===== src/rtl/pzt_pkg.sv =====
`timescale 1ns / 1ps
package pzt_pkg;

  // default configuration of the fixed point format and the rotation unit
  localparam int FRAC_BITS_DEF    = 16;
  localparam int CORDIC_STEPS_DEF = 16;

  // command codes of an input item
  localparam logic [1:0] CMD_TO_WORLD = 2'd0;
  localparam logic [1:0] CMD_TO_LOCAL = 2'd1;
  localparam logic [1:0] CMD_PAN      = 2'd2;
  localparam logic [1:0] CMD_REPOS    = 2'd3;

  // configuration register indexes
  localparam logic [1:0] CFG_SCALE  = 2'd0;
  localparam logic [1:0] CFG_ANGLE  = 2'd1;
  localparam logic [1:0] CFG_BASE_X = 2'd2;
  localparam logic [1:0] CFG_BASE_Y = 2'd3;

  localparam int CFG_AW = 2;
  localparam int CFG_DW = 32;

  // initial cordic vector, gain compensated, 4.30 format
  localparam logic signed [33:0] CORDIC_X0 = 34'sd652032874;

  localparam logic signed [65:0] SAT_MAX = 66'sd2147483647;
  localparam logic signed [65:0] SAT_MIN = -66'sd2147483648;
  localparam logic signed [63:0] SYM_MAX = 64'sd2147483647;
  localparam logic signed [63:0] SYM_MIN = -64'sd2147483647;

  typedef struct packed {
    logic [1:0]         cmd;
    logic signed [31:0] coord_x;
    logic signed [31:0] coord_y;
  } in_item_t;

  typedef struct packed {
    logic signed [31:0] out_x;
    logic signed [31:0] out_y;
    logic               saturated;
  } out_item_t;

  // matrix entries shared by the matrix unit and the datapath
  typedef struct packed {
    logic signed [31:0] fwd_cos;
    logic signed [31:0] fwd_sin;
    logic signed [31:0] inv_cos;
    logic signed [31:0] inv_sin;
  } mtx_t;

  // controller commands to the datapath
  typedef struct packed {
    logic capture;
    logic mul1;
    logic mul2;
    logic finish;
  } dp_cmd_t;

  typedef enum logic [1:0] {
    CS_IDLE,
    CS_MUL1,
    CS_MUL2,
    CS_FIN
  } ctl_state_t;

  typedef enum logic [2:0] {
    MX_IDLE,
    MX_LOAD,
    MX_ROT,
    MX_CS,
    MX_MUL,
    MX_FWD,
    MX_DIV
  } mx_phase_t;

  // saturate to 32 bits, msb of the result is the clamp flag
  function automatic logic [32:0] sat32(input logic signed [65:0] v);
    logic [32:0] r;
    if (v > SAT_MAX) begin
      r = {1'b1, 32'h7fff_ffff};
    end else if (v < SAT_MIN) begin
      r = {1'b1, 32'h8000_0000};
    end else begin
      r = {1'b0, v[31:0]};
    end
    return r;
  endfunction

  // symmetric clamp for matrix entries, no flag
  function automatic logic [31:0] sat_sym(input logic signed [63:0] v);
    logic [31:0] r;
    if (v > SYM_MAX) begin
      r = SYM_MAX[31:0];
    end else if (v < SYM_MIN) begin
      r = SYM_MIN[31:0];
    end else begin
      r = v[31:0];
    end
    return r;
  endfunction

  // arctangent of 2^-i in binary turns, 2^32 per turn
  function automatic logic [31:0] atan_lut(input logic [4:0] i);
    logic [31:0] r;
    case (i)
      5'd0:    r = 32'h2000_0000;
      5'd1:    r = 32'h12E4_051E;
      5'd2:    r = 32'h09FB_385B;
      5'd3:    r = 32'h0511_11D4;
      5'd4:    r = 32'h028B_0D43;
      5'd5:    r = 32'h0145_D7E1;
      5'd6:    r = 32'h00A2_F61E;
      5'd7:    r = 32'h0051_7C55;
      5'd8:    r = 32'h0028_BE53;
      5'd9:    r = 32'h0014_5F2F;
      5'd10:   r = 32'h000A_2F98;
      5'd11:   r = 32'h0005_17CC;
      5'd12:   r = 32'h0002_8BE6;
      5'd13:   r = 32'h0001_45F3;
      5'd14:   r = 32'h0000_A2FA;
      5'd15:   r = 32'h0000_517D;
      5'd16:   r = 32'h0000_28BE;
      5'd17:   r = 32'h0000_145F;
      5'd18:   r = 32'h0000_0A30;
      5'd19:   r = 32'h0000_0518;
      5'd20:   r = 32'h0000_028C;
      5'd21:   r = 32'h0000_0146;
      5'd22:   r = 32'h0000_00A3;
      5'd23:   r = 32'h0000_0051;
      default: r = 32'h0000_0000;
    endcase
    return r;
  endfunction

endpackage


===== src/rtl/pzt_mtx.sv =====
`timescale 1ns / 1ps
module pzt_mtx import pzt_pkg::*; #(
  parameter int FRAC_BITS    = FRAC_BITS_DEF,
  parameter int CORDIC_STEPS = CORDIC_STEPS_DEF
) (
  input  logic              clk,
  input  logic              rst_n,
  input  logic              cfg_we,
  input  logic [CFG_AW-1:0] cfg_index,
  input  logic [CFG_DW-1:0] cfg_wdata,
  output mtx_t              mtx,
  output logic              busy
);

  localparam int CW   = FRAC_BITS + 3;
  localparam int PW   = CW + 25;
  localparam int NW   = CW + FRAC_BITS;
  localparam int KMAX = (NW > CORDIC_STEPS) ? NW : CORDIC_STEPS;
  localparam int KW   = $clog2(KMAX + 1);

  localparam logic signed [33:0]   RND_C = 34'sd1 <<< (29 - FRAC_BITS);
  localparam logic signed [PW-1:0] RND_P = PW'(1) <<< (FRAC_BITS - 1);
  localparam logic signed [31:0]   ONE   = 32'sd1 <<< FRAC_BITS;
  localparam logic [NW-1:0]        QMAX  = NW'(64'h7fff_ffff);

  mx_phase_t phase_r, phase_nxt;

  logic [23:0]            scale_r;
  logic [15:0]            angle_r;
  mtx_t                   mtx_r;
  logic signed [33:0]     x_r, y_r, z_r;
  logic                   neg_r;
  logic [KW-1:0]          cnt_r;
  logic signed [CW-1:0]   c_r, s_r;
  logic signed [PW-1:0]   pc_r, ps_r;
  logic [23:0]            den_r;
  logic [23:0]            remc_r, rems_r;
  logic [NW-1:0]          qc_r, qs_r;
  logic                   negc_r, negs_r;

  logic                   start;
  logic [31:0]            za;
  logic signed [33:0]     zs, atan_v, sh_x, sh_y;
  logic signed [CW-1:0]   c_rnd, s_rnd, c_abs, s_abs;
  logic [23:0]            den_v;
  logic [NW+23:0]         stc, sts;

  function automatic logic [NW+23:0] div_step(input logic [23:0] rem,
                                              input logic [NW-1:0] nq,
                                              input logic [23:0] den);
    logic [24:0] trial;
    logic        qb;
    logic [23:0] rn;
    trial = {rem, nq[NW-1]};
    qb    = (trial >= {1'b0, den});
    rn    = qb ? 24'(trial - {1'b0, den}) : trial[23:0];
    return {rn, nq[NW-2:0], qb};
  endfunction

  function automatic logic [31:0] inv_final(input logic [NW-1:0] q, input logic neg);
    logic [31:0] m;
    m = (q > QMAX) ? 32'h7fff_ffff : 32'(q);
    return neg ? 32'(-m) : m;
  endfunction

  assign start = cfg_we && ((cfg_index == CFG_SCALE) || (cfg_index == CFG_ANGLE));
  assign busy  = (phase_r != MX_IDLE);
  assign mtx   = mtx_r;

  // fold the angle into the right half plane
  assign za = {angle_r, 16'h0000};
  always_comb begin
    zs = $signed({2'b00, za});
    if (za >= 32'h4000_0000 && za < 32'hC000_0000) begin
      zs = zs - 34'sh0_8000_0000;
    end else if (za >= 32'hC000_0000) begin
      zs = zs - 34'sh1_0000_0000;
    end
  end

  // one cordic rotation step
  assign atan_v = $signed({2'b00, atan_lut(cnt_r[4:0])});
  assign sh_x   = y_r >>> cnt_r[4:0];
  assign sh_y   = x_r >>> cnt_r[4:0];

  // rounded cos and sin before sign fix
  assign c_rnd = CW'((x_r + RND_C) >>> (30 - FRAC_BITS));
  assign s_rnd = CW'((y_r + RND_C) >>> (30 - FRAC_BITS));
  assign c_abs = c_r[CW-1] ? -c_r : c_r;
  assign s_abs = s_r[CW-1] ? -s_r : s_r;
  assign den_v = (scale_r == 24'd0) ? 24'd1 : scale_r;

  assign stc = div_step(remc_r, qc_r, den_r);
  assign sts = div_step(rems_r, qs_r, den_r);

  // phase register
  always_ff @(posedge clk) begin
    if (!rst_n) begin
      phase_r <= MX_IDLE;
    end else begin
      phase_r <= phase_nxt;
    end
  end

  // next phase
  always_comb begin
    phase_nxt = phase_r;
    case (phase_r)
      MX_IDLE: phase_nxt = MX_IDLE;
      MX_LOAD: phase_nxt = MX_ROT;
      MX_ROT: begin
        if (cnt_r == KW'(CORDIC_STEPS - 1)) begin
          phase_nxt = MX_CS;
        end
      end
      MX_CS:  phase_nxt = MX_MUL;
      MX_MUL: phase_nxt = MX_FWD;
      MX_FWD: phase_nxt = MX_DIV;
      MX_DIV: begin
        if (cnt_r == KW'(NW)) begin
          phase_nxt = MX_IDLE;
        end
      end
      default: phase_nxt = MX_IDLE;
    endcase
    if (start) begin
      phase_nxt = MX_LOAD;
    end
  end

  // configuration and matrix entries
  always_ff @(posedge clk) begin
    if (!rst_n) begin
      scale_r       <= 24'(ONE);
      angle_r       <= '0;
      mtx_r.fwd_cos <= ONE;
      mtx_r.fwd_sin <= '0;
      mtx_r.inv_cos <= ONE;
      mtx_r.inv_sin <= '0;
    end else begin
      if (cfg_we && cfg_index == CFG_SCALE) begin
        scale_r <= cfg_wdata[23:0];
      end
      if (cfg_we && cfg_index == CFG_ANGLE) begin
        angle_r <= cfg_wdata[15:0];
      end
      if (!start && phase_r == MX_FWD) begin
        mtx_r.fwd_cos <= sat_sym(64'((pc_r + RND_P) >>> FRAC_BITS));
        mtx_r.fwd_sin <= sat_sym(64'((ps_r + RND_P) >>> FRAC_BITS));
      end
      if (!start && phase_r == MX_DIV && cnt_r == KW'(NW)) begin
        mtx_r.inv_cos <= inv_final(qc_r, negc_r);
        mtx_r.inv_sin <= inv_final(qs_r, negs_r);
      end
    end
  end

  // cordic, scaling products and divider
  always_ff @(posedge clk) begin
    case (phase_r)
      MX_LOAD: begin
        x_r   <= CORDIC_X0;
        y_r   <= '0;
        z_r   <= zs;
        neg_r <= (za >= 32'h4000_0000 && za < 32'hC000_0000);
        cnt_r <= '0;
      end
      MX_ROT: begin
        if (!z_r[33]) begin
          x_r <= x_r - sh_x;
          y_r <= y_r + sh_y;
          z_r <= z_r - atan_v;
        end else begin
          x_r <= x_r + sh_x;
          y_r <= y_r - sh_y;
          z_r <= z_r + atan_v;
        end
        cnt_r <= cnt_r + KW'(1);
      end
      MX_CS: begin
        c_r <= neg_r ? -c_rnd : c_rnd;
        s_r <= neg_r ? -s_rnd : s_rnd;
      end
      MX_MUL: begin
        pc_r <= PW'(c_r * $signed({1'b0, scale_r}));
        ps_r <= PW'(s_r * $signed({1'b0, scale_r}));
      end
      MX_FWD: begin
        den_r  <= den_v;
        qc_r   <= (NW'(c_abs) << FRAC_BITS) + NW'(den_v >> 1);
        qs_r   <= (NW'(s_abs) << FRAC_BITS) + NW'(den_v >> 1);
        negc_r <= c_r[CW-1];
        negs_r <= s_r[CW-1];
        remc_r <= '0;
        rems_r <= '0;
        cnt_r  <= '0;
      end
      MX_DIV: begin
        if (cnt_r != KW'(NW)) begin
          {remc_r, qc_r} <= stc;
          {rems_r, qs_r} <= sts;
          cnt_r          <= cnt_r + KW'(1);
        end
      end
      default: begin
      end
    endcase
  end

endmodule


===== config.mk =====
export PLATFORM = sky130hd
export DESIGN_NAME = pzt_mtx
export DESIGN_NICKNAME = d
export VERILOG_FILES = /design/src/rtl/pzt_pkg.sv /design/src/rtl/pzt_mtx.sv
export SDC_FILE = /design/constraint.sdc
export NUM_CORES = 2
export LEC_CHECK = 0
export BUFFER_PORTS_ARGS = -buffer_cell sky130_fd_sc_hd__buf_2
export CAP_MARGIN = 20
export CORE_ASPECT_RATIO = 1.4
export CORE_MARGIN = 2
export CORE_UTILIZATION = 40
export DETAILED_ROUTE_END_ITERATION = 8
export PLACE_DENSITY = 0.53
export REMOVE_ABC_BUFFERS = 1
export SLEW_MARGIN = 40
export SYNTH_ARGS = -nofsm -noshare
export SYNTH_HDL_FRONTEND = slang
export SYNTH_SLANG_ARGS = --single-unit

===== constraint.sdc =====
create_clock -name clk -period 6.8 [get_ports clk]
set_input_delay 1.36 -clock clk [delete_from_list [all_inputs] [get_ports clk]]
set_output_delay 1.36 -clock clk [all_outputs]
set_load 0.05 [all_outputs]

== After elaboration in Yosys (flattened, before gate mapping) ==
Memory sizes are Yosys's and may differ from the RTL's. A register that Yosys moved wholly into a read port is not among the register bits.
Cells that the tools add are included.

* Bits in registers: 550
* Bits in latches: 0
* RAM bits: 0
* ROM bits: 960
* Bits of input ports: 37
* Output and inout bits: 129
* Memories: 1

* Add/subtract/negate cells: 23
* Multipliers: 2
* Div/mod/pow operators: 0
* Order comparisons: 11
* Eq/ne operators: 15
* Shift operators: 2
* Multiplexer cells: 38
* Bitwise gates (word level): 1
* Reduce and logical (&&, ||, !) cells: 21

{| class="wikitable"
|+ Memory list
! name !! words !! width !! rd ports !! clocked after memory_dff !! write ports !! RTL line !! text
|-
| (no name shown) || 32 || 30 || 1 || 1 || 0 || pzt_pkg.sv:105 || <nowiki>case (i)</nowiki>
|}

{| class="wikitable"
|+ Operators with widths
! operator !! count
|-
| 2-to-1 mux 32 bit || 8
|-
| one-hot mux 34 bit (2 select lines) || 3
|-
| 2-to-1 mux 34 bit || 5
|-
| one-hot mux 35 bit (2 select lines) || 2
|-
| 2-to-1 mux 24 bit || 5
|-
| one-hot mux 24 bit (2 select lines) || 2
|-
| adder 44 x 17 -> 45 bit, second input constant || 2
|-
| multiplier 19 x 25 -> 44 bit || 2
|-
| 2-to-1 mux 19 bit || 4
|-
| negator 19 bit || 4
|-
| adder 35 x 23 -> 35 bit || 2
|-
| > comparator 35 x 31 -> 1 bit, second input constant || 2
|-
| 2-to-1 mux 35 bit || 2
|-
| adder 34 bit || 2
|-
| >>> shifter 34 x 5 -> 34 bit || 2
|-
| subtractor 34 bit || 2
|-
| adder 33 x 15 -> 33 bit, second input constant || 2
|-
| > comparator 29 x 32 -> 1 bit, second input constant || 2
|-
| < comparator 29 x 32 -> 1 bit, second input constant || 2
|-
| negator 32 bit || 2
|-
| >= comparator 25 x 24 -> 1 bit || 2
|-
| subtractor 24 bit || 2
|-
| adder 34 x 33 -> 34 bit || 1
|-
| subtractor 32 x 33 -> 34 bit, second input constant || 1
|-
| other kinds (32) || 50
|}

== Depth between registers and ports, before layout ==
* Depth in word-level cells: 6
* Gate-level depth with buffers: 28

== Worst setup path before layout ==
OpenSTA, ideal clock, no wires.

* Path kind: reg2reg
* From: register c_r[18]
* To: register pc_r[36], data pin
* Data arrival time: 7219 ps
* Data required time: 6542 ps
* Slack: -677 ps
* Cell stages (with the launch flop): 25
* Clock period less this slack: 7477 ps
* Cell sequence: edfxtp_1 clkbuf_1 clkbuf_1 clkbuf_1 nand2b_1 fa_1 fa_1 inv_1 fa_1 fa_1 fa_1 fa_1 fa_1 ha_1 nand2_1 o21a_1 o21ai_0 a311o_1 a21oi_1 nor3_1 o21ai_0 nand2b_1 a21oi_1 o21ba_2 xnor2_1

* Word-level cells in the longest chain between the ends: 1

{| class="wikitable"
|+ RTL lines
! what !! RTL line !! text
|-
| from (decl) || pzt_mtx.sv:34 || <nowiki>logic signed [CW-1:0] c_r, s_r;</nowiki>
|-
| from (signal assigned) || pzt_mtx.sv:181 || <nowiki>c_r <= neg_r ? -c_rnd : c_rnd;</nowiki>
|-
| multiplier 19 x 25 -> 44 bit || pzt_mtx.sv:185 || <nowiki>pc_r <= PW'(c_r * $signed({1'b0, scale_r}));</nowiki>
|-
| to (signal assigned) || pzt_mtx.sv:185 ||
|-
| to (decl) || pzt_mtx.sv:35 || <nowiki>logic signed [PW-1:0] pc_r, ps_r;</nowiki>
|}

No other way between the ends.
A chain may end at the register's enable or synchronous reset.

== Worst setup path after layout ==
* From: register c_r[4]
* To: register pc_r[32], data pin

The elaborated chain is that of the path after synthesis.

==> flow_summary.yaml <==
placement:
  portBuffers: 157
  place.gp.congestion: 0.963
  place_inst: 10169
  hpwlAfterDp_um: 166000
final_layout:
  nets: 9321
  register_area_um2: 14500
  drive_above_1_share_pct: 14.5
  multi_input_area_um2: 50200
  nFillCells: 16568
  final_common_cell: "nand2_1"
  syn_to_final_growth_pct: 14.5
  final_cell_mix: "nand2_1, inv_1, fa_1, nor2_1, ha_1"
  layout.cells.non_filler: 10347
floorplan:
  start_util_pct: 40.1
  fp.dieW_um: 354
  die_height_um: 495
  pin_count: 166
  num_rows: 180
  dieArea_um2: 175000
  core_area_um2: 171000
logic_synthesis:
  yosys_warnings: 0
  synth_flop_cell: "edfxtp_1"
  synthAdderAreaFrac_pct: 31.3
  synth_top_family_by_area: "adder cells"
  ys_ff_latch: 546
  synth_mux_area_share_pct: 4.33
  netlist_area_um2: 68800
  seq_area_frac_synth_pct: 21.0
  synthCells: 7731
  synthXorXnorAreaFrac_pct: 5.73
  synthArstFlopShare_pct: 0
  synth_edf_count: 349
  syn_area_per_cell_um2: 8.90
  synth_compound_area_share_pct: 12.0
  ys_types: 102
  synth_simple_gate_area_share_pct: 17.8
timing:
  tightest_slew_ps: 800
  hold_viol: 0
  fmax_ghz: 0.145
  worst_slack_ps: -105
  relSlewSlack_pct: 46.5
  period_share_pct: 102
  maxSlewViolCount: 0
  layout_min_cycle_time_ps: 6900
  setup_viol: 8
  rsz0062_at_grt: "yes"
  skew_ps: 53.2
global_routing:
  grt_usage_pct: 24.0
  antenna_found_initial: 3
  grt_max_degree: 111
  overflow: 0
  grt_pass1_vias: 57600
  grt_pass1_wl_um: 331000
clock_network:
  root_buffer: "clkbuf_16"
  cts_tree: "done"
  clockBufferDepth: 3
  h-tree-depth: 3
  path_clk_slew_ps: 70
  cts_inserted_buffers: 69
  cts.sinks: 546
  insertion_delay_ps: 710
routing:
  drt_wl_total_um: 209000
  vias_per_cell: 5.34
  detail_route.drc_violations: 0
  dr.pass1.iters: 6
  postRouteAntennaNets: 0
  vias: 55256
  wl_per_cell_um: 20.2
  drt_iter0_drc: 3050
min_path:
  min_to: "mtx[56]"
  hp-class: "reg2reg"
  min-delay-start: "mtx[56]"
  hold_depth: 2
worst_setup_path:
  crit_start: "c_r[4]"
  endpoint_kind: "flip-flop"
  cp-start-kind: "flip-flop"
  ff2ff_path_depth: 25
  critPathKind: "reg2reg"
  path_max_fanout: 5
  worstPathRequired_ps: 7230
  r2r-start: "c_r[4]"
  timing.rr.end: "pc_r[32]"
  reg2reg_slack_ps: -100
  crit_arrival_ps: 7340
power_and_ir_drop:
  vdd.ir_drop.worst_uv: 203
  p_sw_uw: 4740
  total_leakage_power_uw: 0.0354
  p_seq_share_pct: 28.9
  power_frac_comb_pct: 41.6
  power_density_nw_per_um2: 167
  switching_share_pct: 36.2
  p_total_uw: 13100
  p_int_uw: 8370
  clkPwrFrac_pct: 29.5
status:
  status: "complete, but fails checks"
  violations: "setup timing"
job:
  max_cap_violations: 0
==> per-layer routing <==
layer	part of all wire [%]	track usage (%)	vias up
met5	0	0	-
met4	4.0	9.12	0
met3	3.3	1.82	374
met2	50	42.7	1180
met1	42	30.3	27514
li1	-	-	26188
==> state kept, by name, indices dropped and copies added, names as in the netlist, 3 cells and up <==
register and cells:
mtx 124, qc_r 35, qs_r 35, x_r 34, y_r 34, z_r 34, atan_v 30, pc_r 29
ps_r 29, den_r 24, remc_r 24, rems_r 24, scale_r 24, c_r 19, s_r 19, angle_r 16
cnt_r 6, phase_r 3
==> worst max-delay path, cell delays in order, from the launching register on <==
cell	delay, ps
edfxtp_1	460
buf_12	170
buf_4	150
and2_4	160
fa_2	390
fa_1	540
inv_1	60
fa_1	530
inv_1	60
fa_2	580
ha_4	210
fa_1	530
ha_4	220
ha_4	260
nand3_2	80
or4_4	420
o211a_4	170
o31ai_4	230
buf_6	170
a21oi_4	60
o211ai_1	260
o31ai_2	100
or3_4	420
a31oi_4	200
nor2_2	60
xnor2_1	120
==> stage by stage <==
stage	instance area (um^2)	setup TNS [ps]	utilization, %	hold WS, ps	setup slack, ps
floorplan	66800	-259900	-	441	-2390
global placement	74700	-14050	43.6	439	-745
detailed placement	74700	-14550	43.6	441	-750
CTS	78300	-881	45.7	450	-193
global route	78800	-3400	46.0	474	-331
finish	78800	-325	46.0	446	-105
==> area by class of cell <==
type / instances / share of cell area, %
Timing Repair Buffer: 698 / 6.99
Multi-Input combinational cell: 5781 / 63.7
Clock buffer: 94 / 2.52
Tap cell: 2275 / 3.61
Antenna cell: 1 / 0.00318
Sequential cell: 546 / 18.4
Inverter: 919 / 4.39
Clock inverter: 33 / 0.421
==> power by group through the flow <==
stage               Sequential [uW]  Clock (uW)  Combinational (uW)
CTS                            3790        3990                5390
floorplan                      3900           0                3410
finish                         3790        3870                5460
global route                   3790        4090                6140
detailed placement             3860           0                5040
global placement               3860           0                5010
==> kinds of logic (layout without fill, tap and decap cells) <==
group,Yosys count,count (layout)
xor gates and xnor gates,450,450
other,0,1
DFF,546,546
and+or+nand+nor,2606,2606
muxes,201,201
buffers and inverters,1404,1744
adders and majority gates,1269,1269
AOI/OAI and AO/OA,1255,1255
==> how the worst max path moves through the flow <==
stage	end	slack (ps)
finish	pc_r[32]	-100
global route	pc_r[32]	-330
CTS	ps_r[42]	-190
detailed placement	pc_r[43]	-750
global placement	ps_r[37]	-740
floorplan	mtx[31]	-2390
==> cells in the mapped netlist (205+ instances only) <==
| library cell | instances | area [um^2] |
|---|---|---|
| a21oi_1 | 325 | 1630 |
| and2_1 | 458 | 2870 |
| clkbuf_1 | 414 | 1550 |
| edfxtp_1 | 349 | 10500 |
| fa_1 | 751 | 15000 |
| ha_1 | 518 | 6480 |
| inv_1 | 916 | 3440 |
| nand2_1 | 1047 | 3930 |
| nor2_1 | 521 | 1960 |
| o21ai_0 | 259 | 1300 |
| xnor2_1 | 245 | 2150 |
| xor2_1 | 205 | 1800 |
==> what timing repair did <==
item / 4_1_cts / 5_1_grt
resized for setup: 180 / 97
gates cloned: 0 / 0
hold buffers: 0 / 0
endpoints found under the setup margin: 36 / 35
buffers inserted: 42 / 16
pin swaps: 179 / 72
No activity file was read; power rests on OpenSTA's default activity.
