## config.mk

```make
export PLATFORM = sky130hd
export DESIGN_NAME = pzt_ctrl
export DESIGN_NICKNAME = d
export VERILOG_FILES = /design/src/rtl/pzt_pkg.sv /design/src/rtl/pzt_ctrl.sv
export SDC_FILE = /design/constraint.sdc
export NUM_CORES = 1
export LEC_CHECK = 0
export BUFFER_PORTS_ARGS = -buffer_cell sky130_fd_sc_hd__buf_2
export CAP_MARGIN = 10
export CORE_AREA = 3 3 40 42
export CTS_BUF_LIST = sky130_fd_sc_hd__clkbuf_16
export DETAILED_ROUTE_END_ITERATION = 16
export DIE_AREA = 0 0 43 45
export HOLD_SLACK_MARGIN = 0.12
export SYNTH_ARGS = -nofsm -noshare
export SYNTH_HDL_FRONTEND = slang
export SYNTH_SLANG_ARGS = --single-unit
```

## constraint.sdc

```tcl
create_clock -name clk -period 1.5 [get_ports clk]
set_input_delay 0.3 -clock clk [delete_from_list [all_inputs] [get_ports clk]]
set_output_delay 0.3 -clock clk [all_outputs]
set_load 0.1 [all_outputs]
```

## src/rtl/pzt_pkg.sv

```systemverilog
`timescale 1ns / 1ps
package pzt_pkg;

  // default configuration of the fixed point format and the rotation unit
  localparam int FRAC_BITS_DEF    = 16;
  localparam int CORDIC_STEPS_DEF = 16;

  // command codes of an input item
  localparam logic [1:0] CMD_TO_WORLD = 2'd0;
  localparam logic [1:0] CMD_TO_LOCAL = 2'd1;
  localparam logic [1:0] CMD_PAN      = 2'd2;
  localparam logic [1:0] CMD_REPOS    = 2'd3;

  // configuration register indexes
  localparam logic [1:0] CFG_SCALE  = 2'd0;
  localparam logic [1:0] CFG_ANGLE  = 2'd1;
  localparam logic [1:0] CFG_BASE_X = 2'd2;
  localparam logic [1:0] CFG_BASE_Y = 2'd3;

  localparam int CFG_AW = 2;
  localparam int CFG_DW = 32;

  // initial cordic vector, gain compensated, 4.30 format
  localparam logic signed [33:0] CORDIC_X0 = 34'sd652032874;

  localparam logic signed [65:0] SAT_MAX = 66'sd2147483647;
  localparam logic signed [65:0] SAT_MIN = -66'sd2147483648;
  localparam logic signed [63:0] SYM_MAX = 64'sd2147483647;
  localparam logic signed [63:0] SYM_MIN = -64'sd2147483647;

  typedef struct packed {
    logic [1:0]         cmd;
    logic signed [31:0] coord_x;
    logic signed [31:0] coord_y;
  } in_item_t;

  typedef struct packed {
    logic signed [31:0] out_x;
    logic signed [31:0] out_y;
    logic               saturated;
  } out_item_t;

  // matrix entries shared by the matrix unit and the datapath
  typedef struct packed {
    logic signed [31:0] fwd_cos;
    logic signed [31:0] fwd_sin;
    logic signed [31:0] inv_cos;
    logic signed [31:0] inv_sin;
  } mtx_t;

  // controller commands to the datapath
  typedef struct packed {
    logic capture;
    logic mul1;
    logic mul2;
    logic finish;
  } dp_cmd_t;

  typedef enum logic [1:0] {
    CS_IDLE,
    CS_MUL1,
    CS_MUL2,
    CS_FIN
  } ctl_state_t;

  typedef enum logic [2:0] {
    MX_IDLE,
    MX_LOAD,
    MX_ROT,
    MX_CS,
    MX_MUL,
    MX_FWD,
    MX_DIV
  } mx_phase_t;

  // saturate to 32 bits, msb of the result is the clamp flag
  function automatic logic [32:0] sat32(input logic signed [65:0] v);
    logic [32:0] r;
    if (v > SAT_MAX) begin
      r = {1'b1, 32'h7fff_ffff};
    end else if (v < SAT_MIN) begin
      r = {1'b1, 32'h8000_0000};
    end else begin
      r = {1'b0, v[31:0]};
    end
    return r;
  endfunction

  // symmetric clamp for matrix entries, no flag
  function automatic logic [31:0] sat_sym(input logic signed [63:0] v);
    logic [31:0] r;
    if (v > SYM_MAX) begin
      r = SYM_MAX[31:0];
    end else if (v < SYM_MIN) begin
      r = SYM_MIN[31:0];
    end else begin
      r = v[31:0];
    end
    return r;
  endfunction

  // arctangent of 2^-i in binary turns, 2^32 per turn
  function automatic logic [31:0] atan_lut(input logic [4:0] i);
    logic [31:0] r;
    case (i)
      5'd0:    r = 32'h2000_0000;
      5'd1:    r = 32'h12E4_051E;
      5'd2:    r = 32'h09FB_385B;
      5'd3:    r = 32'h0511_11D4;
      5'd4:    r = 32'h028B_0D43;
      5'd5:    r = 32'h0145_D7E1;
      5'd6:    r = 32'h00A2_F61E;
      5'd7:    r = 32'h0051_7C55;
      5'd8:    r = 32'h0028_BE53;
      5'd9:    r = 32'h0014_5F2F;
      5'd10:   r = 32'h000A_2F98;
      5'd11:   r = 32'h0005_17CC;
      5'd12:   r = 32'h0002_8BE6;
      5'd13:   r = 32'h0001_45F3;
      5'd14:   r = 32'h0000_A2FA;
      5'd15:   r = 32'h0000_517D;
      5'd16:   r = 32'h0000_28BE;
      5'd17:   r = 32'h0000_145F;
      5'd18:   r = 32'h0000_0A30;
      5'd19:   r = 32'h0000_0518;
      5'd20:   r = 32'h0000_028C;
      5'd21:   r = 32'h0000_0146;
      5'd22:   r = 32'h0000_00A3;
      5'd23:   r = 32'h0000_0051;
      default: r = 32'h0000_0000;
    endcase
    return r;
  endfunction

endpackage

```

## src/rtl/pzt_ctrl.sv

```systemverilog
`timescale 1ns / 1ps
module pzt_ctrl import pzt_pkg::*; (
  input  logic    clk,
  input  logic    rst_n,
  input  logic    in_valid,
  input  logic    cfg_busy,
  input  logic    out_hold,
  output logic    in_stall,
  output dp_cmd_t cmd
);

  ctl_state_t state_r, state_nxt;

  // state register
  always_ff @(posedge clk) begin
    if (!rst_n) begin
      state_r <= CS_IDLE;
    end else begin
      state_r <= state_nxt;
    end
  end

  // next state and commands
  always_comb begin
    state_nxt = state_r;
    cmd       = '0;
    in_stall  = 1'b1;
    case (state_r)
      CS_IDLE: begin
        in_stall = cfg_busy;
        if (in_valid && !cfg_busy) begin
          cmd.capture = 1'b1;
          state_nxt   = CS_MUL1;
        end
      end
      CS_MUL1: begin
        cmd.mul1  = 1'b1;
        state_nxt = CS_MUL2;
      end
      CS_MUL2: begin
        cmd.mul2  = 1'b1;
        state_nxt = CS_FIN;
      end
      CS_FIN: begin
        if (!out_hold) begin
          cmd.finish = 1'b1;
          state_nxt  = CS_IDLE;
        end
      end
      default: state_nxt = CS_IDLE;
    endcase
  end

endmodule

```

### Word level (Yosys, flattened, before mapping)

Index checks and enable logic that the tools add are counted.

| cells by class | value |
|---|---|
| add/sub/neg operators | 0 |
| $mul | 0 |
| div/mod/pow operators | 0 |
| magnitude comparators | 0 |
| equality and inequality tests | 5 |
| shift-type cells | 0 |
| multiplexer cells | 10 |
| bitwise gates (word level) | 0 |
| reduce and logical (&&, ||, !) cells | 4 |

Operators by type and width:

| cell | number |
|---|---|
| 2-bit case mux with 4 select lines | 1 |
| 1-bit two-way mux | 7 |
| 2-bit == test (second input constant) | 2 |
| 2-bit two-way mux | 2 |
| 2-bit inequality test (second input constant) | 2 |
| 2-bit by 1-bit == test with 1-bit output (second input constant) | 1 |
| 2-bit zero test | 1 |
| 2-bit AND reduction | 1 |
| 1-bit logical AND | 1 |
| 1-bit zero test | 1 |

| storage, ports and cells | value |
|---|---|
| flip-flop bits (word level) | 2 |
| bits in latches | 0 |
| bits in writable memories | 0 |
| memory bits (read-only) | 0 |
| input bits | 5 |
| output and inout port bits | 5 |
| logic and storage cells | 20 |
| memories | 0 |

### Longest topological paths before layout

Gate-level depths: netlist of the first run.

| depth | value |
|---|---|
| word-level depth | 4 |
| mapped depth | 4 |
| depth with buffers taken out | 4 |

### Worst setup path after synthesis of the first run

Ideal clock, no wire load.

| timing path | value |
|---|---|
| path kind | flip-flop to output port |
| from | register state_r[0] |
| to | output cmd[3] (netlist name) |
| arrival | 2.677 ns |
| required time | 1.200 ns |
| path slack | -1.477 ns |
| stages on the path, launching flop included | 5 |
| path buffers | 0 |
| cells stage by stage | dfxtp_1 -> inv_1 -> ha_1 -> nand2b_1 -> nor2_1 |

RTL lines:

| item | line | text |
|---|---|---|
| start, declared | pzt_ctrl.sv:12 | `ctl_state_t state_r, state_nxt;` |
| start signal, assigned | pzt_ctrl.sv:19 | `state_r <= state_nxt;` |
| end, declared | pzt_ctrl.sv:9 | `output dp_cmd_t cmd` |

==> impl_results.md, run 1 <==
* Status: complete, no violations
* First-pass GRT wire length at 814 µm
* Ratio of cells with drive above 1 in the final layout at 0.686
* Yosys reg bits at 2
* Synth area leader: ha_1
* Hold Path Class: input port to flop
* # rows at 13
* DIE AREA at 0.00194 mm²
* Utilization after layout at 0.353
* Synth Cell Area at 185 µm²
* Initial antenna violation count at 0
* Maxcap violations at 0
* Largest net degree at the start of global routing at 5
* Max Freq at 682 MHz
* Top Ports at 10
* I/O Buffers at 9
* Iter 0 DRT Violations at 1
* Area after DPL at 359 µm²
* Largest register by flop count: state_r
* YS warnings at 0
* Period utilization at 0.977
* Crit start category: flop
* Reg-to-reg slack, setup at 0.39 ns
* Register-to-Register Path Depth at 5
* Final Hold Fails at 0
* Clock transition at the registers of the reported paths at 0.03 ns
* CTS sink count at 2
* Crit path arrival time at 1.17 ns
* H-Tree Depth at 1
* GRT overflow at 0
* Die Span X at 43 µm
* Detailed Routing Iterations Pass 1 at 4
* Vias in the first global route at 207
* Layout Skew at 0.00106 ns
* Final Slew Violations at 0
* Biggest regs: state_r (2)
* Most common cell after layout, fill and taps aside: buf_12
* Syn Area/Cell at 8.82 µm²
* WL/cell at 8.78 µm
* Top-area cell type share of the netlist area at 0.338
* Non-filler cells, final at 50
* Commonest cells after routing, fill and taps aside: buf_12 (5), buf_2 (4), nand2_1 (3), ha_1 (3), clkbuf_16 (3)
* HPWL after DPL at 344 µm
* Die H at 45 µm
* Clock Tree Root: clkbuf_16
* Placed insts at 45
* Vias per inst at 3.58
* Cts bufs inserted at 3
* R2r startpoint: state_r[0]
* Number of routed nets with antenna violations at 0
* WS Path Type: flop to primary output
* Synthesized Nets at 31
* Fin area at 454 µm²
* Worst Setup EP: cmd[3]
* Synth Instances at 21
* CP required at 1.20 ns
* Slew HR at 0.860
* Crit path from: state_r[1]
* Total core area at 0.00128 mm²
* Minimum clock period after layout at 1.47 ns
* Area delta synth->final at 145%
* Crit-path max FO at 4
* Distinct cells, synth at 10
* Final wirelength at 439 µm
* Nets@finish at 47
* Reg2Reg Capture Point: state_r[0]
* Slew @ Worst Pin at 0.209 ns
* Global placer's final weighted congestion at 0.720
* Gr usage total at 0.0648
* Vias at 179
* Clk buf depth at 2
* # DRC at 0
* Worst-Skew Late Latency at 0.22 ns
* Starting density of the core at 0.144
* ANT cells at 0
* Max reg flops at 2
* CTS tree: built
* Worst Setup End Kind: primary output
* Post-synthesis sequential area ratio at 0.216
* Top cells by area, synth: ha_1 (34%), dfxtp_1 (22%), mux2i_1 (11%)
* Setup violators final at 0
worst max-delay path, stage by stage, from the launching register on:
cell	delay, ns
dfxtp_2	0.33
inv_2	0.09
ha_4	0.16
nand2b_4	0.07
nor2_4	0.12
buf_12	0.18
how the worst min path moves through the flow:
stage	end	slack (ns)	cells past startpoint	start
final	state_r[1]	0.36	3	rst_n
after global routing	state_r[1]	0.39	3	rst_n
after CTS	state_r[1]	0.37	3	rst_n
after detailed placement	state_r[1]	0.50	2	state_r[1]
after global placement	state_r[0]	0.49	2	state_r[0]
after floorplan	state_r[0]	0.45	2	rst_n
area by class of cell:
cell class / count / area [µm²]
clock buffer: 3 / 75.1
fill: 130 / 831
sequential: 2 / 42.5
multi-input combinational: 16 / 171
inverter: 3 / 11.3
timing repair buffer: 11 / 135
tap: 15 / 18.8
cells by family after synthesis:
kind of cell	count (synthesis)	share of synthesized area
buf+inv	3	0.0608
mux	2	0.108
compound gates	2	0.0946
simple gates	7	0.182
flops	2	0.216
fa+ha+maj	5	0.338
per-layer routing:
layer,GRT usage,vias up,share of wire
met3,0.0239,0,0.077
met4,0.108,0,0
li1,-,95,-
met2,0.0808,8,0.47
met5,0,-,0
met1,0.0646,76,0.45
timing repair:
item,CTS,global route
gates resized for setup,1,3
endpoints found under the hold margin,0,0
setup buffers,0,2
hold buffers,0,0
setup endpoints to repair,1,2
through the flow:
stage | setup WS (ns) | hold WS (ns) | setup TNS, ns
global route | -0.00439 | 0.385 | -0.00439
floorplan | -0.163 | 0.446 | -0.323
detailed placement | 0.189 | 0.503 | 0
finish | 0.0340 | 0.359 | 0
CTS | 0.00195 | 0.368 | 0
global placement | 0.217 | 0.487 | 0
synthesized netlist by cell type (all sizes together):
library cell	count
a22oi	1
dfxtp	2
ha	5
inv	3
mux2i	2
nand2	3
nand2b	2
nor2	1
nor2b	1
o21ai	1
Power of run 1 is left out: the tool's default activity adds up to more than one toggle a clock period on the data nets, which glitch-free logic cannot reach.
==> run 2, diff against run 1 <==
--- a/config.mk
+++ b/config.mk
@@ -7,11 +7,14 @@
 export LEC_CHECK = 0
 export BUFFER_PORTS_ARGS = -buffer_cell sky130_fd_sc_hd__buf_2
 export CAP_MARGIN = 10
+export CELL_PAD_IN_SITES_DETAIL_PLACEMENT = 1
+export CELL_PAD_IN_SITES_GLOBAL_PLACEMENT = 1
 export CORE_AREA = 3 3 40 42
 export CTS_BUF_LIST = sky130_fd_sc_hd__clkbuf_16
 export DETAILED_ROUTE_END_ITERATION = 16
 export DIE_AREA = 0 0 43 45
 export HOLD_SLACK_MARGIN = 0.12
+export PLACE_DENSITY_LB_ADDON = 0.1
 export SYNTH_ARGS = -nofsm -noshare
 export SYNTH_HDL_FRONTEND = slang
 export SYNTH_SLANG_ARGS = --single-unit
==> impl_results.md, run 2 (synthesis gave the netlist of run 1 again) <==
* CP required at 1.20 ns (about the same)
* Vias at 197 (was 179)
* Worst-Skew Late Latency at 0.22 ns (about the same)
* Clock transition at the registers of the reported paths at 0.03 ns (about the same)
* GR Util met1 at 0.0670 (was 0.0646)
* I/O Buffers at 9 (unchanged)
* Register-to-Register Path Depth at 5 (unchanged)
* Total core area at 0.00128 mm² (unchanged)
* Clk buf depth at 2 (unchanged)
* Hold Path Class: input port to flop (unchanged)
* Slew HR at 0.863 (was 0.860)
* Slew @ Worst Pin at 0.205 ns (was 0.209 ns)
* CTS sink count at 2 (unchanged)
* Hold depth at 3 (unchanged)
* Vias in the first global route at 222 (was 207)
* Cts bufs inserted at 3 (unchanged)
* Clock Tree Root: clkbuf_16 (unchanged)
* Initial antenna violation count at 0 (unchanged)
* Global placer's final weighted congestion at 0.590 (was 0.720)
* Ratio of cells with drive above 1 in the final layout at 0.694 (was 0.686)
* Die H at 45 µm (unchanged)
* Layout Skew at 0.00168 ns (was 0.00106 ns)
* Max reg flops at 2 (unchanged)
* Most common cell after layout, fill and taps aside: buf_12 (unchanged)
* Final Hold Fails at 0 (unchanged)
* GRT met2 Usage at 0.0988 (was 0.0808)
* WS Path Type: flop to primary output (unchanged)
* # DRC at 0 (unchanged)
* Slowest-stage cell, CP: dfxtp_2 (unchanged)
* First-pass GRT wire length at 890 µm (was 814 µm)
* WL/cell at 9.33 µm (was 8.78 µm)
* Largest net degree at the start of global routing at 5 (unchanged)
* Crit-path max FO at 4 (unchanged)
* ANT cells at 0 (unchanged)
* Top Ports at 10 (unchanged)
* # rows at 13 (unchanged)
* DIE AREA at 0.00194 mm² (unchanged)
* Gr usage total at 0.0698 (was 0.0648)
* Vias per inst at 3.86 (was 3.58)
* Period utilization at 0.969 (was 0.977)
* Worst Setup End Kind: primary output (unchanged)
* Detailed Routing Iterations Pass 1 at 2 (was 4)
* Crit start category: flop (unchanged)
* Area after DPL at 359 µm² (unchanged)
* Final wirelength at 476 µm (was 439 µm)
* Commonest cells after routing, fill and taps aside: buf_12 (5), buf_2 (4) (was buf_12 (5), buf_2 (4), nand2_1 (3), ha_1 (3), clkbuf_16 (3))
* Minimum clock period after layout at 1.45 ns (was 1.47 ns)
* Status: complete, no violations (unchanged)
* Nets@finish at 48 (was 47)
* Area delta synth->final at 151% (was 145%)
* H-Tree Depth at 1 (unchanged)
* Max Freq at 688 MHz (was 682 MHz)
* Crit path arrival time at 1.15 ns (was 1.17 ns)
* Fin area at 464 µm² (was 454 µm²)
* Iter 0 DRT Violations at 1 (unchanged)
* HPWL after DPL at 376 µm (was 344 µm)
* Die Span X at 43 µm (unchanged)
* Reg-to-reg slack, setup at 0.38 ns (was 0.39 ns)
* Final Slew Violations at 0 (unchanged)
* Starting density of the core at 0.144 (unchanged)
* CTS tree: built (unchanged)
* Setup violators final at 0 (unchanged)
* Largest register by flop count: state_r (unchanged)
* CP cell instances: inv_2 -> ha_4 -> nand2b_4 -> nor2_4 -> buf_12 (unchanged)
* Biggest regs: state_r (2) (unchanged)
* Slowest cell delay on critical path at 0.33 ns (about the same)
* Grt met3 use at 0.0438 (was 0.0239)
* Maxcap violations at 0 (unchanged)
* Layer with the highest usage: met2 (was met4)
* Number of routed nets with antenna violations at 0 (unchanged)
* RSZ-0062 raised after global routing: no
* GRT overflow at 0 (unchanged)
## run 2: what timing repair did
action	CTS	global route
resized for setup	3	2
buffers inserted	2	1
endpoints found under the setup margin	1	1
pin swaps	0	1
hold buffers	0	0
## run 2: per-stage QoR
stage	setup slack [ns]	cells	setup TNS, ns	util	hold slack [ns]
2_1_floorplan	-0.163	21	-0.323	-	0.446
3_3_place_gp	0.181	45	0	0.279	0.510
3_5_place_dp	0.163	45	0	0.279	0.529
4_1_cts	0.0113	50	0	0.352	0.364
5_1_grt	0.00840	51	0	0.361	0.384
6_report	0.0468	51	0	0.361	0.364
## run 2: area by class of cell
| type | instances | area (µm²) |
|---|---|---|
| multi-input cells | 16 | 171 |
| repair buffers | 12 | 143 |
| fillers | 143 | 821 |
| flip-flops and latches | 2 | 42.5 |
| inverters | 3 | 13.8 |
| clock buffers | 3 | 75.1 |
| well taps | 15 | 18.8 |
## run 2: worst max-delay path: cells and delay by family (launching register included)
kind	cells	cell delay (ns)
DFF	1	0.33
buffers and inverters	2	0.27
and+or+nand+nor	2	0.17
adders and majority gates	1	0.16
## run 2: worst paths after layout
path / start / endpoint
worst max-delay path: state_r[1] / cmd[3]
worst min-delay path: rst_n / state_r[1]
worst max register to register: state_r[0] / state_r[0]
worst min register to register: state_r[1] / state_r[1]
## run 2: routing by layer
layer	share of wire	vias to the layer above
met3	0.092	4
li1	-	98
met5	0	-
met2	0.50	8
met4	0.040	0
met1	0.36	87
Power of run 2 is left out for the same reason.
==> run 3, diff against run 2 <==
--- a/config.mk
+++ b/config.mk
@@ -9,11 +9,12 @@
 export CAP_MARGIN = 10
 export CELL_PAD_IN_SITES_DETAIL_PLACEMENT = 1
 export CELL_PAD_IN_SITES_GLOBAL_PLACEMENT = 1
-export CORE_AREA = 3 3 40 42
+export CORE_AREA = 2 2 39 41
 export CTS_BUF_LIST = sky130_fd_sc_hd__clkbuf_16
+export CTS_CLUSTER_DIAMETER = 200
 export DETAILED_ROUTE_END_ITERATION = 16
-export DIE_AREA = 0 0 43 45
-export HOLD_SLACK_MARGIN = 0.12
+export DIE_AREA = 0 0 41 43
+export HOLD_SLACK_MARGIN = 0.1
 export PLACE_DENSITY_LB_ADDON = 0.1
 export SYNTH_ARGS = -nofsm -noshare
 export SYNTH_HDL_FRONTEND = slang
==> impl_results.md, run 3 (synthesis gave the netlist of run 1 again) <==
* CTS tree: built (unchanged)
* HPWL after DPL at 422 µm (was 376 µm)
* Clock Tree Root: clkbuf_16 (unchanged)
* Worst-Skew Late Latency at 0.22 ns (about the same)
* # DRC at 0 (unchanged)
* Grt met3 use at 0.0314 (was 0.0438)
* Number of routed nets with antenna violations at 0 (unchanged)
* Vias in the first global route at 195 (was 222)
* Global placer's final weighted congestion at 0.582 (was 0.590)
* Slew HR at 0.856 (was 0.863)
* Cts bufs inserted at 3 (unchanged)
* WL/cell at 10.7 µm (was 9.33 µm)
* CP cell instances: inv_4 -> ha_4 -> nand2b_4 -> nor2_4 -> buf_12 (was inv_2 -> ha_4 -> nand2b_4 -> nor2_4 -> buf_12)
* Initial antenna violation count at 0 (unchanged)
* Commonest cells after routing, fill and taps aside: buf_12 (5), buf_2 (4) (unchanged)
* Die H at 43 µm (was 45 µm)
* Most common cell after layout, fill and taps aside: buf_12 (unchanged)
* Largest register by flop count: state_r (unchanged)
* Die Span X at 41 µm (was 43 µm)
* H-Tree Depth at 1 (unchanged)
* Register-to-Register Path Depth at 5 (unchanged)
* Gr usage total at 0.0801 (was 0.0698)
* Clock transition at the registers of the reported paths at 0.03 ns (about the same)
* Utilization after layout at 0.347 (was 0.361)
* Iter 0 DRT Violations at 0 (was 1)
* # rows at 14 (was 13)
* WS Path Type: flop to primary output (unchanged)
* Total core area at 0.00138 mm² (was 0.00128 mm²)
* First-pass GRT wire length at 834 µm (was 890 µm)
* I/O Buffers at 9 (unchanged)
* Cell depth of the worst setup path at 5 (unchanged)
* Largest net degree at the start of global routing at 5 (unchanged)
* GR Util met1 at 0.0669 (was 0.0670)
* Layout Skew at 0.000700 ns (was 0.00168 ns)
* Clk buf depth at 2 (unchanged)
* RSZ-0062 raised after global routing: no (unchanged)
* Period utilization at 0.970 (was 0.969)
* Layer with the highest usage: met2 (unchanged)
* GRT overflow at 0 (unchanged)
* Top Ports at 10 (unchanged)
* Slew @ Worst Pin at 0.216 ns (was 0.205 ns)
* Ratio of cells with drive above 1 in the final layout at 0.694 (unchanged)
* Nets@finish at 48 (unchanged)
* CTS sink count at 2 (unchanged)
* Biggest regs: state_r (2) (unchanged)
* Detailed Routing Iterations Pass 1 at 1 (was 2)
* WP buf/inv at 2 (unchanged)
* CTS Hold Bufs at 0 (unchanged)
* Area delta synth->final at 159% (was 151%)
* DIE AREA at 0.00176 mm² (was 0.00194 mm²)
* Final Slew Violations at 0 (unchanged)
* Vias per inst at 3.75 (was 3.86)
* Minimum clock period after layout at 1.46 ns (was 1.45 ns)
* Crit start category: flop (unchanged)
* Hold Path Class: input port to flop (unchanged)
* Delay-heaviest family, CP: flip-flops (unchanged)
* Crit path arrival time at 1.16 ns (was 1.15 ns)
* Slowest-stage cell, CP: dfxtp_4 (was dfxtp_2)
* Maxcap violations at 0 (unchanged)
* Vias at 195 (was 197)
* GRT met2 Usage at 0.119 (was 0.0988)
* Status: complete, no violations (unchanged)
* Max reg flops at 2 (unchanged)
* Max Freq at 687 MHz (was 688 MHz)
* CP required at 1.20 ns (about the same)
* Hold depth at 3 (unchanged)
* Reg-to-reg slack, setup at 0.27 ns (was 0.38 ns)
* Worst Setup End Kind: primary output (unchanged)
* Crit-path max FO at 4 (unchanged)
* Starting density of the core at 0.134 (was 0.144)
* Setup violators final at 0 (unchanged)
* ANT cells at 0 (unchanged)
* Final wirelength at 555 µm (was 476 µm)
* Final Hold Fails at 0 (unchanged)
* Slowest cell delay on critical path at 0.36 ns (was 0.33 ns)
run 3: cell types whose count changed in the layout (fill, tap and decap cells not counted):
| cell | before | now |
|---|---|---|
| inv_4 | 1 | 2 |
| dfxtp_4 | 0 | 1 |
| inv_2 | 1 | 0 |
| ha_4 | 1 | 2 |
| dfxtp_2 | 2 | 1 |
| ha_2 | 1 | 0 |
run 3: routing by layer:
metal  share of wire  vias to the layer above  wire (µm)
li1                -                       98          -
met1            0.35                       90        195
met4           0.022                        0         12
met2            0.59                        5        325
met3           0.038                        2         21
met5               0                        -          0
run 3: final cells by class:
cell class                      count  area [µm²]
Fill cell                         153         903
Multi-Input combinational cell     16         181
Timing Repair Buffer               12         143
Clock buffer                        3        75.1
Sequential cell                     2        45.0
Tap cell                           16        20.0
Inverter                            3        16.3
run 3: worst min-delay path, delay by kind of cell:
family	cells	cell delay, ns
multiplexers	1	0.05
AND/OR/NAND/NOR	1	0.06
buffers and inverters	1	0.12
run 3: worst paths after layout:
check                to        from
max              cmd[3]  state_r[0]
min          state_r[0]       rst_n
max reg2reg  state_r[1]  state_r[1]
min reg2reg  state_r[0]  state_r[0]
run 3: timing repair:
action	in CTS	in global routing
gates resized for setup	3	5
pin swaps	0	2
buffers inserted	2	1
setup endpoints to repair	2	2
run 3: stage by stage:
| step | cell area, µm² | hold slack, ns | setup TNS (ns) | instances | setup slack, ns |
|---|---|---|---|---|---|
| 2_1_floorplan | 220 | 0.446 | -0.323 | 21 | -0.163 |
| 3_3_place_gp | 360 | 0.493 | 0 | 46 | 0.212 |
| 3_5_place_dp | 360 | 0.514 | 0 | 46 | 0.162 |
| 4_1_cts | 453 | 0.363 | 0 | 51 | 0.00402 |
| 5_1_grt | 480 | 0.368 | 0 | 52 | 0.00279 |
| 6_report | 480 | 0.356 | 0 | 52 | 0.0443 |
Power of run 3 is left out for the same reason.
